`config.mk`:
```
export PLATFORM = sky130hd
export DESIGN_NAME = connection_idle_expiry_queue_top
export DESIGN_NICKNAME = d
export VERILOG_FILES = /design/src/design/ciq_pkg.sv /design/src/design/connection_idle_expiry_queue_top.sv
export SDC_FILE = /design/constraint.sdc
export NUM_CORES = 2
export LEC_CHECK = 0
export BUFFER_PORTS_ARGS = -buffer_cell sky130_fd_sc_hd__buf_4
export CORE_AREA = 2 2 507 710
export DETAILED_ROUTE_END_ITERATION = 8
export DIE_AREA = 0 0 509 712
export PLACE_DENSITY = 0.55
export SYNTH_ARGS = -nofsm -noshare
export SYNTH_HDL_FRONTEND = slang
export SYNTH_SLANG_ARGS = --single-unit
```
`constraint.sdc`:
```
create_clock -name clock -period 7.3 [get_ports clock]
set_clock_uncertainty 0.05 [all_clocks]
set_input_delay 1.095 -clock clock [delete_from_list [all_inputs] [get_ports clock]]
set_output_delay 1.095 -clock clock [all_outputs]
set_load 0.01 [all_outputs]
```
`src/design/ciq_pkg.sv`:
```
`timescale 1ns / 1ps
// ciq_pkg: shared constants, codes and beat types of the idle-connection expiry queue
// no dependencies

package ciq_pkg;

   localparam int SLOTS     = 64;
   localparam int SLOT_W    = (SLOTS > 1) ? $clog2(SLOTS) : 1;
   localparam int LINK_W    = $clog2(SLOTS + 1);
   localparam int CNT_W     = $clog2(SLOTS + 1);
   localparam int CONN_W    = 6;
   localparam int FUNC_W    = 2;
   localparam int TIME_W    = 32;
   localparam int TIMEOUT_W = 16;

   localparam logic [LINK_W-1:0]    NONE_LINK     = LINK_W'(SLOTS);
   localparam logic [TIMEOUT_W-1:0] TIMEOUT_RESET = TIMEOUT_W'(15);

   typedef enum logic [FUNC_W-1:0] {
      FUNC_ACTIVITY = 2'd0,
      FUNC_HANGUP   = 2'd1,
      FUNC_TICK     = 2'd2,
      FUNC_UNUSED   = 2'd3
   } func_type;

   typedef struct packed {
      logic [FUNC_W-1:0] func;
      logic [CONN_W-1:0] conn_index;
      logic              keep;
   } req_type;

   typedef struct packed {
      logic              expired_valid;
      logic [CONN_W-1:0] expired_conn;
      logic              last;
      logic              queue_empty;
   } rsp_type;

endpackage

```
`src/design/connection_idle_expiry_queue_top.sv`:
```
`timescale 1ns / 1ps
// connection_idle_expiry_queue_top: idle-connection expiry queue with link tables in memory
// depends on ciq_pkg

// Connections sit in a doubly linked list ordered by last activity, kept by slot index in
// link and deadline tables with one write port and one registered read port each. One item
// is worked at a time under a small sequencer and one shared 32-bit adder. An activity reads
// the slot's links, unlinks the slot when it was already queued and appends it at the tail; a
// hangup reads and unlinks the slot, or goes straight to its result when it is not queued; a
// tick advances the time, pops each expired head and then delivers the expired beats. Each
// table step waits on a registered read. Expired slots are collected first and then streamed,
// so every beat of a tick carries the final queue_empty. The result register lets the next
// item be accepted while a result beat is still waiting. idle_timeout may be written at any
// time the block is idle; the csr port is always ready.

module connection_idle_expiry_queue_top
   import ciq_pkg::*;
(
   input  logic                 clock,
   input  logic                 reset,
   input  logic                 req_valid,
   output logic                 req_ready,
   input  req_type              req_data,
   output logic                 rsp_valid,
   input  logic                 rsp_ready,
   output rsp_type              rsp_data,
   input  logic                 csr_valid,
   output logic                 csr_ready,
   input  logic [TIMEOUT_W-1:0] csr_data
);

   typedef enum logic [10:0] {
      ST_IDLE     = 11'b000_0000_0001,
      ST_LINK_RD  = 11'b000_0000_0010,
      ST_UNLINK   = 11'b000_0000_0100,
      ST_APPEND_A = 11'b000_0000_1000,
      ST_APPEND_B = 11'b000_0001_0000,
      ST_TICK     = 11'b000_0010_0000,
      ST_POP_RD   = 11'b000_0100_0000,
      ST_POP_CMP  = 11'b000_1000_0000,
      ST_DRAIN_RD = 11'b001_0000_0000,
      ST_DRAIN_OUT= 11'b010_0000_0000,
      ST_RESULT   = 11'b100_0000_0000
   } state_type;

   // tables
   logic [LINK_W-1:0] next_link_mem [SLOTS];
   logic [LINK_W-1:0] prev_link_mem [SLOTS];
   logic [TIME_W-1:0] deadline_mem  [SLOTS];
   logic [SLOT_W-1:0] rbuf_mem      [SLOTS];

   state_type          state_ff, state_in;
   req_type            item_ff, item_in;
   logic [SLOTS-1:0]   linked_ff, linked_in;
   logic [LINK_W-1:0]  head_ff, head_in;
   logic [LINK_W-1:0]  tail_ff, tail_in;
   logic [TIME_W-1:0]  now_ff, now_in;
   logic [TIMEOUT_W-1:0] timeout_ff, timeout_in;
   logic [CNT_W-1:0]   cnt_ff, cnt_in;
   logic [CNT_W-1:0]   ptr_ff, ptr_in;
   logic               rsp_valid_ff, rsp_valid_in;
   rsp_type            rsp_data_ff, rsp_data_in;

   logic [LINK_W-1:0]  nl_rd_ff, pl_rd_ff;
   logic [TIME_W-1:0]  dl_rd_ff;
   logic [SLOT_W-1:0]  rbuf_rd_ff;

   logic               rd_en;
   logic [SLOT_W-1:0]  rd_addr;
   logic               nl_we, pl_we, dl_we, rbuf_we;
   logic [SLOT_W-1:0]  nl_waddr, pl_waddr, dl_waddr, rbuf_waddr;
   logic [LINK_W-1:0]  nl_wdata, pl_wdata;
   logic [SLOT_W-1:0]  rbuf_wdata;

   logic [TIME_W-1:0]  add_b, add_sum;
   logic [SLOT_W-1:0]  slot, req_slot, head_slot, tail_slot;
   logic               req_in_range, head_ok, tail_ok, p_ok, n_ok, out_free, drain_last;

   assign slot      = item_ff.conn_index[SLOT_W-1:0];
   assign req_slot  = req_data.conn_index[SLOT_W-1:0];
   assign head_slot = head_ff[SLOT_W-1:0];
   assign tail_slot = tail_ff[SLOT_W-1:0];
   assign req_in_range = (32'(req_data.conn_index) < SLOTS);
   assign head_ok   = (head_ff < NONE_LINK);
   assign tail_ok   = (tail_ff < NONE_LINK);
   assign p_ok      = (pl_rd_ff < NONE_LINK);
   assign n_ok      = (nl_rd_ff < NONE_LINK);
   assign out_free  = !rsp_valid_ff || rsp_ready;
   assign drain_last = ((ptr_ff + CNT_W'(1)) == cnt_ff);

   // shared adder: tick step or activity deadline
   always_comb begin
      if (state_ff == ST_TICK) begin
         add_b = TIME_W'(1);
      end else if (item_ff.keep) begin
         add_b = TIME_W'(timeout_ff);
      end else begin
         add_b = '0;
      end
   end
   assign add_sum = now_ff + add_b;

   assign req_ready = (state_ff == ST_IDLE);
   assign csr_ready = 1'b1;
   assign rsp_valid = rsp_valid_ff;
   assign rsp_data  = rsp_data_ff;

   always_comb begin
      state_in     = state_ff;
      item_in      = item_ff;
      linked_in    = linked_ff;
      head_in      = head_ff;
      tail_in      = tail_ff;
      now_in       = now_ff;
      cnt_in       = cnt_ff;
      ptr_in       = ptr_ff;
      timeout_in   = csr_valid ? csr_data : timeout_ff;
      rsp_valid_in = rsp_ready ? 1'b0 : rsp_valid_ff;
      rsp_data_in  = rsp_data_ff;
      rd_en        = 1'b0;
      rd_addr      = slot;
      nl_we = 1'b0; nl_waddr = slot; nl_wdata = NONE_LINK;
      pl_we = 1'b0; pl_waddr = slot; pl_wdata = NONE_LINK;
      dl_we = 1'b0; dl_waddr = slot;
      rbuf_we = 1'b0; rbuf_waddr = cnt_ff[SLOT_W-1:0]; rbuf_wdata = head_slot;

      case (state_ff)
         ST_IDLE: begin
            if (req_valid) begin
               item_in = req_data;
               case (func_type'(req_data.func))
                  FUNC_ACTIVITY: state_in = req_in_range ? ST_LINK_RD : ST_RESULT;
                  FUNC_HANGUP: begin
                     state_in = (req_in_range && linked_ff[req_slot]) ? ST_LINK_RD : ST_RESULT;
                  end
                  FUNC_TICK: state_in = ST_TICK;
                  default: state_in = ST_RESULT;
               endcase
            end
         end
         ST_LINK_RD: begin
            rd_en = 1'b1;
            if (func_type'(item_ff.func) == FUNC_ACTIVITY) begin
               dl_we = 1'b1;
            end
            state_in = linked_ff[slot] ? ST_UNLINK : ST_APPEND_A;
         end
         ST_UNLINK: begin
            if (p_ok) begin
               nl_we    = 1'b1;
               nl_waddr = pl_rd_ff[SLOT_W-1:0];
               nl_wdata = nl_rd_ff;
            end else begin
               head_in = nl_rd_ff;
            end
            if (n_ok) begin
               pl_we    = 1'b1;
               pl_waddr = nl_rd_ff[SLOT_W-1:0];
               pl_wdata = pl_rd_ff;
            end else begin
               tail_in = pl_rd_ff;
            end
            linked_in[slot] = 1'b0;
            state_in = (func_type'(item_ff.func) == FUNC_ACTIVITY) ? ST_APPEND_A : ST_RESULT;
         end
         ST_APPEND_A: begin
            pl_we    = 1'b1;
            pl_wdata = tail_ff;
            nl_we    = 1'b1;
            nl_wdata = NONE_LINK;
            linked_in[slot] = 1'b1;
            state_in = ST_APPEND_B;
         end
         ST_APPEND_B: begin
            if (tail_ok) begin
               nl_we    = 1'b1;
               nl_waddr = tail_slot;
               nl_wdata = LINK_W'(slot);
            end else begin
               head_in = LINK_W'(slot);
            end
            tail_in  = LINK_W'(slot);
            state_in = ST_RESULT;
         end
         ST_TICK: begin
            now_in   = add_sum;
            cnt_in   = '0;
            state_in = ST_POP_RD;
         end
         ST_POP_RD: begin
            rd_addr = head_slot;
            if (!head_ok || cnt_ff == CNT_W'(SLOTS)) begin
               if (!head_ok) begin
                  now_in = '0;
               end
               ptr_in   = '0;
               state_in = (cnt_ff == '0) ? ST_RESULT : ST_DRAIN_RD;
            end else begin
               rd_en    = 1'b1;
               state_in = ST_POP_CMP;
            end
         end
         ST_POP_CMP: begin
            if (dl_rd_ff > now_ff) begin
               ptr_in   = '0;
               state_in = (cnt_ff == '0) ? ST_RESULT : ST_DRAIN_RD;
            end else begin
               // head pops: its successor becomes head
               head_in = nl_rd_ff;
               if (n_ok) begin
                  pl_we    = 1'b1;
                  pl_waddr = nl_rd_ff[SLOT_W-1:0];
                  pl_wdata = NONE_LINK;
               end else begin
                  tail_in = NONE_LINK;
               end
               linked_in[head_slot] = 1'b0;
               rbuf_we  = 1'b1;
               cnt_in   = cnt_ff + CNT_W'(1);
               state_in = ST_POP_RD;
            end
         end
         ST_DRAIN_RD: begin
            state_in = ST_DRAIN_OUT;
         end
         ST_DRAIN_OUT: begin
            if (out_free) begin
               rsp_valid_in = 1'b1;
               rsp_data_in.expired_valid = 1'b1;
               rsp_data_in.expired_conn  = CONN_W'(rbuf_rd_ff);
               rsp_data_in.last          = drain_last;
               rsp_data_in.queue_empty   = !head_ok;
               ptr_in   = ptr_ff + CNT_W'(1);
               state_in = drain_last ? ST_IDLE : ST_DRAIN_RD;
            end
         end
         ST_RESULT: begin
            if (out_free) begin
               rsp_valid_in = 1'b1;
               rsp_data_in.expired_valid = 1'b0;
               rsp_data_in.expired_conn  = '0;
               rsp_data_in.last          = 1'b1;
               rsp_data_in.queue_empty   = !head_ok;
               state_in = ST_IDLE;
            end
         end
         default: state_in = ST_IDLE;
      endcase
   end

   always_ff @(posedge clock) begin
      if (reset) begin
         state_ff     <= ST_IDLE;
         linked_ff    <= '0;
         head_ff      <= NONE_LINK;
         tail_ff      <= NONE_LINK;
         now_ff       <= '0;
         timeout_ff   <= TIMEOUT_RESET;
         cnt_ff       <= '0;
         ptr_ff       <= '0;
         rsp_valid_ff <= 1'b0;
      end else begin
         state_ff     <= state_in;
         linked_ff    <= linked_in;
         head_ff      <= head_in;
         tail_ff      <= tail_in;
         now_ff       <= now_in;
         timeout_ff   <= timeout_in;
         cnt_ff       <= cnt_in;
         ptr_ff       <= ptr_in;
         rsp_valid_ff <= rsp_valid_in;
      end
      item_ff     <= item_in;
      rsp_data_ff <= rsp_data_in;
   end

   // table ports: one write and one registered read each
   always_ff @(posedge clock) begin
      if (nl_we) begin
         next_link_mem[nl_waddr] <= nl_wdata;
      end
      if (rd_en) begin
         nl_rd_ff <= next_link_mem[rd_addr];
      end
   end

   always_ff @(posedge clock) begin
      if (pl_we) begin
         prev_link_mem[pl_waddr] <= pl_wdata;
      end
      if (rd_en) begin
         pl_rd_ff <= prev_link_mem[rd_addr];
      end
   end

   always_ff @(posedge clock) begin
      if (dl_we) begin
         deadline_mem[dl_waddr] <= add_sum;
      end
      if (rd_en) begin
         dl_rd_ff <= deadline_mem[rd_addr];
      end
   end

   // expired slots of the current tick, streamed out once the walk ends
   always_ff @(posedge clock) begin
      if (rbuf_we) begin
         rbuf_mem[rbuf_waddr] <= rbuf_wdata;
      end
      if (state_ff == ST_DRAIN_RD) begin
         rbuf_rd_ff <= rbuf_mem[ptr_ff[SLOT_W-1:0]];
      end
   end

`ifndef SYNTHESIS
   a_head_tail_agree: assert property (@(posedge clock) disable iff (reset)
      (state_ff == ST_IDLE) |-> ((head_ff == NONE_LINK) == (tail_ff == NONE_LINK)))
      else $error("head and tail disagree on queue emptiness");

   a_linked_matches_head: assert property (@(posedge clock) disable iff (reset)
      (state_ff == ST_IDLE) |-> ((linked_ff == '0) == (head_ff == NONE_LINK)))
      else $error("linked slots disagree with queue head");

   a_count_bound: assert property (@(posedge clock) disable iff (reset)
      (cnt_ff <= CNT_W'(SLOTS)))
      else $error("expired count beyond slot count");

   a_drain_in_range: assert property (@(posedge clock) disable iff (reset)
      (state_ff == ST_DRAIN_OUT) |-> (ptr_ff < cnt_ff))
      else $error("drain pointer past collected expiries");
`endif

endmodule

```
==> run_results.csv <==
group,metric,value,unit
die,rows,260,
min_path,hold_class,"primary input to flop",
clock_tree,clock_tree.buffer_depth,4,
pwr,leakage,0.0551,µW
die,dieArea,362000,µm²
sta,rsz0062_at_grt,"no",
layout,drive_gt1_frac,0.113,
routing,drt_iter0_drc,10514,
synth,synth_area_leaders,"edfxtp_1 (72%), nand2_1 (4.8%), mux2i_1 (4.7%)",
synth,ys_types,76,
setup_path,r2r_end,"deadline_mem[31][26]",
global_routing,grt_pass1_vias,83750,
clock_tree,postCtsSetupBuffers,0,
clock_tree,cts_buffers,338,
die,ios,42,
sta,drv_slew,0,
clock_tree,insertion_delay,0.95,ns
routing,drt-total-wl,454000,µm
synth,yosysTopAreaCell,"edfxtp_1",
placed_design,placed_cells_incl_taps,13921,
die,die-width,509,µm
clock_tree,cts_resized,0,
routing,post_drt_wl_per_cell,31.3,µm
run,cap_viol_max_count,0,
min_path,hold_path_depth,1,
clock_tree,clkTransAtPathRegs,0.06,ns
clock_tree,cts_root_buffer,"clkbuf_16",
setup_path,setup.worst_path.class,"flop to flop",
placed_design,numPortBuffers,40,
sta,finalCritPeriodShare,0.786,
placed_design,dp_hpwl,256000,µm
layout,syn_to_final_growth,12.7,%
global_routing,grt_first_pass_wirelength,635000,µm
layout,layout_commonest_cell,"edfxtp_1",
clock_tree,holdBufCountCts,0,
layout,final_cells,14529,
sta,clock.fmax,174,MHz
layout,layout_common_cells,"edfxtp_1 (3,398), nand2_1 (1,802), mux2i_1 (667)",
clock_tree,ctsHtreeMaxLevel,5,
placed_design,gp_congestion,0.882,
setup_path,timing.rr.start,"state_ff[3]",
pwr,ir_worst_vdd,0.161,mV
setup_path,worstPathMaxFanout,25,
sta,finalSetupViolCount,0,
setup_path,cp.required,7.99,ns
min_path,holdCritStartpoint,"req_data[7]",
synth,async_flop_share,0,
status,status,"finished clean",
pwr,powerDensity,269,nW/µm²
sta,period_needed,5.74,ns
clock_tree,clock-sinks,3550,
synth,synthesis.nets,9604,
synth,syn_inst,9522,
sta,hold_viol_final,0,
layout,nets,9628,
die,die-height,712,µm
synth,ys_ff_latch,3550,
sta,tightest_slew,1.33,ns
sta,fin_setup_tns,0,ns
synth,syn_avg_cell_area,14.9,µm²
routing,antenna_left,0,
global_routing,grt_max_degree,130,
routing,drtPass1Iterations,6,
die,core_area,357000,µm²
global_routing,track_usage,0.245,
setup_path,endpoint_kind,"flop",
global_routing,overflow,0,
synth,synth_ff_type,"edfxtp_1",
routing,dr_total_vias,86313,
die,start_util,0.397,
synth,ys_seq_area_frac,0.742,
routing,avgViaCountPerCell,5.94,
synth,synth_area,142000,µm²
setup_path,crit_path_start_kind,"flop",
global_routing,antenna_found_initial,18,
sta,slew_headroom,0.111,
sta,whs,0.322,ns
setup_path,cp.arrival,6.43,ns
setup_path,reg2reg_slack,1.56,ns
setup_path,reg2reg_depth,14,
synth,ys_warn_count,0,
synth,synth_edf_count,3398,
routing,drc,0,
min_path,min_to,"item_ff[7]",
synth,synth_top_area_share,0.720,
clock_tree,tritoncts,"built",
power breakdown:
part,leakage (µW),internal (µW),switching (µW)
Combinational,0.0144,837,2140
Clock,0.00530,10000,7750
Sequential,0.0354,22100,49.8
Total,0.0551,33000,9940
critical path: stages, from the launching register on:
cell and delay [ns]:
dfxtp_1 0.40, nor4_1 0.38, and4b_1 0.29, nand3b_1 0.35, buf_4 0.37, and3_1 0.22, ha_1 0.36, a21oi_1 0.16
o21ai_1 0.45, nand2b_1 0.15, a311o_1 0.42, o31ai_4 0.43, nand3_1 0.24, xnor2_2 0.84, buf_4 0.39
stage by stage:
step           total power (µW)  setup slack (ns)   util  cell area [µm²]
4_1_cts                   43200              1.63  0.448           160000
6_report                  43000              1.56  0.448           160000
5_1_grt                   44000              1.28  0.448           160000
3_5_place_dp              25600              1.70  0.417           149000
3_3_place_gp              25600              1.79  0.417           149000
2_1_floorplan             24400              1.56      -           142000
kinds of logic after synthesis:
logic type      Yosys count  synth area share
buf+inv                 671            0.0204
fa+ha+maj                52           0.00464
flops                  3550             0.742
compound gates         1266            0.0637
other cells               1         0.0000265
xor+xnor                 39           0.00241
mux                     820            0.0710
simple gates           3123            0.0963
Yosys cell counts (all sizes together) (16+ instances only):
cell type and number:
edfxtp 3398, a222oi 138, buf 264, mux4 147, and3 214, a32oi 235
and2 25, nor3 59, dfxtp 152, nand2 1805, nor2 366, a21oi 86
nand3b 17, nor2b 60, a22oi 40, or3 18, nand4 58, nand3 437
a21o 23, a31oi 486, a22o 28, a211oi 16, o21ai 173, xnor2 30
mux2i 667, inv 47, ha 51, clkbuf 358
state kept, by name, indices dropped and copies added, names as in the netlist:
name / count
rbuf_mem: 384
prev_link_mem: 448
pl_rd_ff: 7
now_ff: 32
linked_ff: 64
nl_rd_ff: 7
ptr_ff: 7
item_ff: 3
cnt_ff: 7
rsp_valid: 1
rbuf_rd_ff: 6
dl_rd_ff: 32
tail_ff: 7
next_link_mem: 448
state_ff: 11
dl_waddr: 6
deadline_mem: 2048
head_ff: 7
rsp_data: 9
timeout_ff: 16
routing by layer:
layer | share of wire | vias to the layer above | track usage | wire length (µm)
li1 | - | 36749 | - | -
met5 | 0.000095 | - | 0 | 43
met1 | 0.36 | 44545 | 0.296 | 165000
met4 | 0.064 | 6 | 0.136 | 29000
met3 | 0.072 | 1044 | 0.0355 | 32700
met2 | 0.50 | 3969 | 0.419 | 227000
final cells by class:
class                      instances  area (µm²)
multi-input combinational       5301       34800
clock buffer                     423        8980
timing repair buffer             306        2820
antenna                            8        20.0
tap                             4716        5900
clock inverter                   176        1970
inverter                          49         184
sequential                      3550      105000
fill                           31110      197000
worst max path at each step:
| stage | from | to | slack, ns | depth (start not counted) |
|---|---|---|---|---|
| 2_1_floorplan | state_ff[3] | deadline_mem[0][26] | 1.56 | 16 |
| 3_3_place_gp | state_ff[3] | deadline_mem[60][26] | 1.79 | 14 |
| 3_5_place_dp | state_ff[3] | deadline_mem[58][26] | 1.70 | 14 |
| 4_1_cts | state_ff[3] | deadline_mem[63][26] | 1.63 | 14 |
| 5_1_grt | state_ff[8] | deadline_mem[61][26] | 1.28 | 14 |
| 6_report | state_ff[3] | deadline_mem[31][26] | 1.56 | 14 |
(Power assumes the default switching activity.)
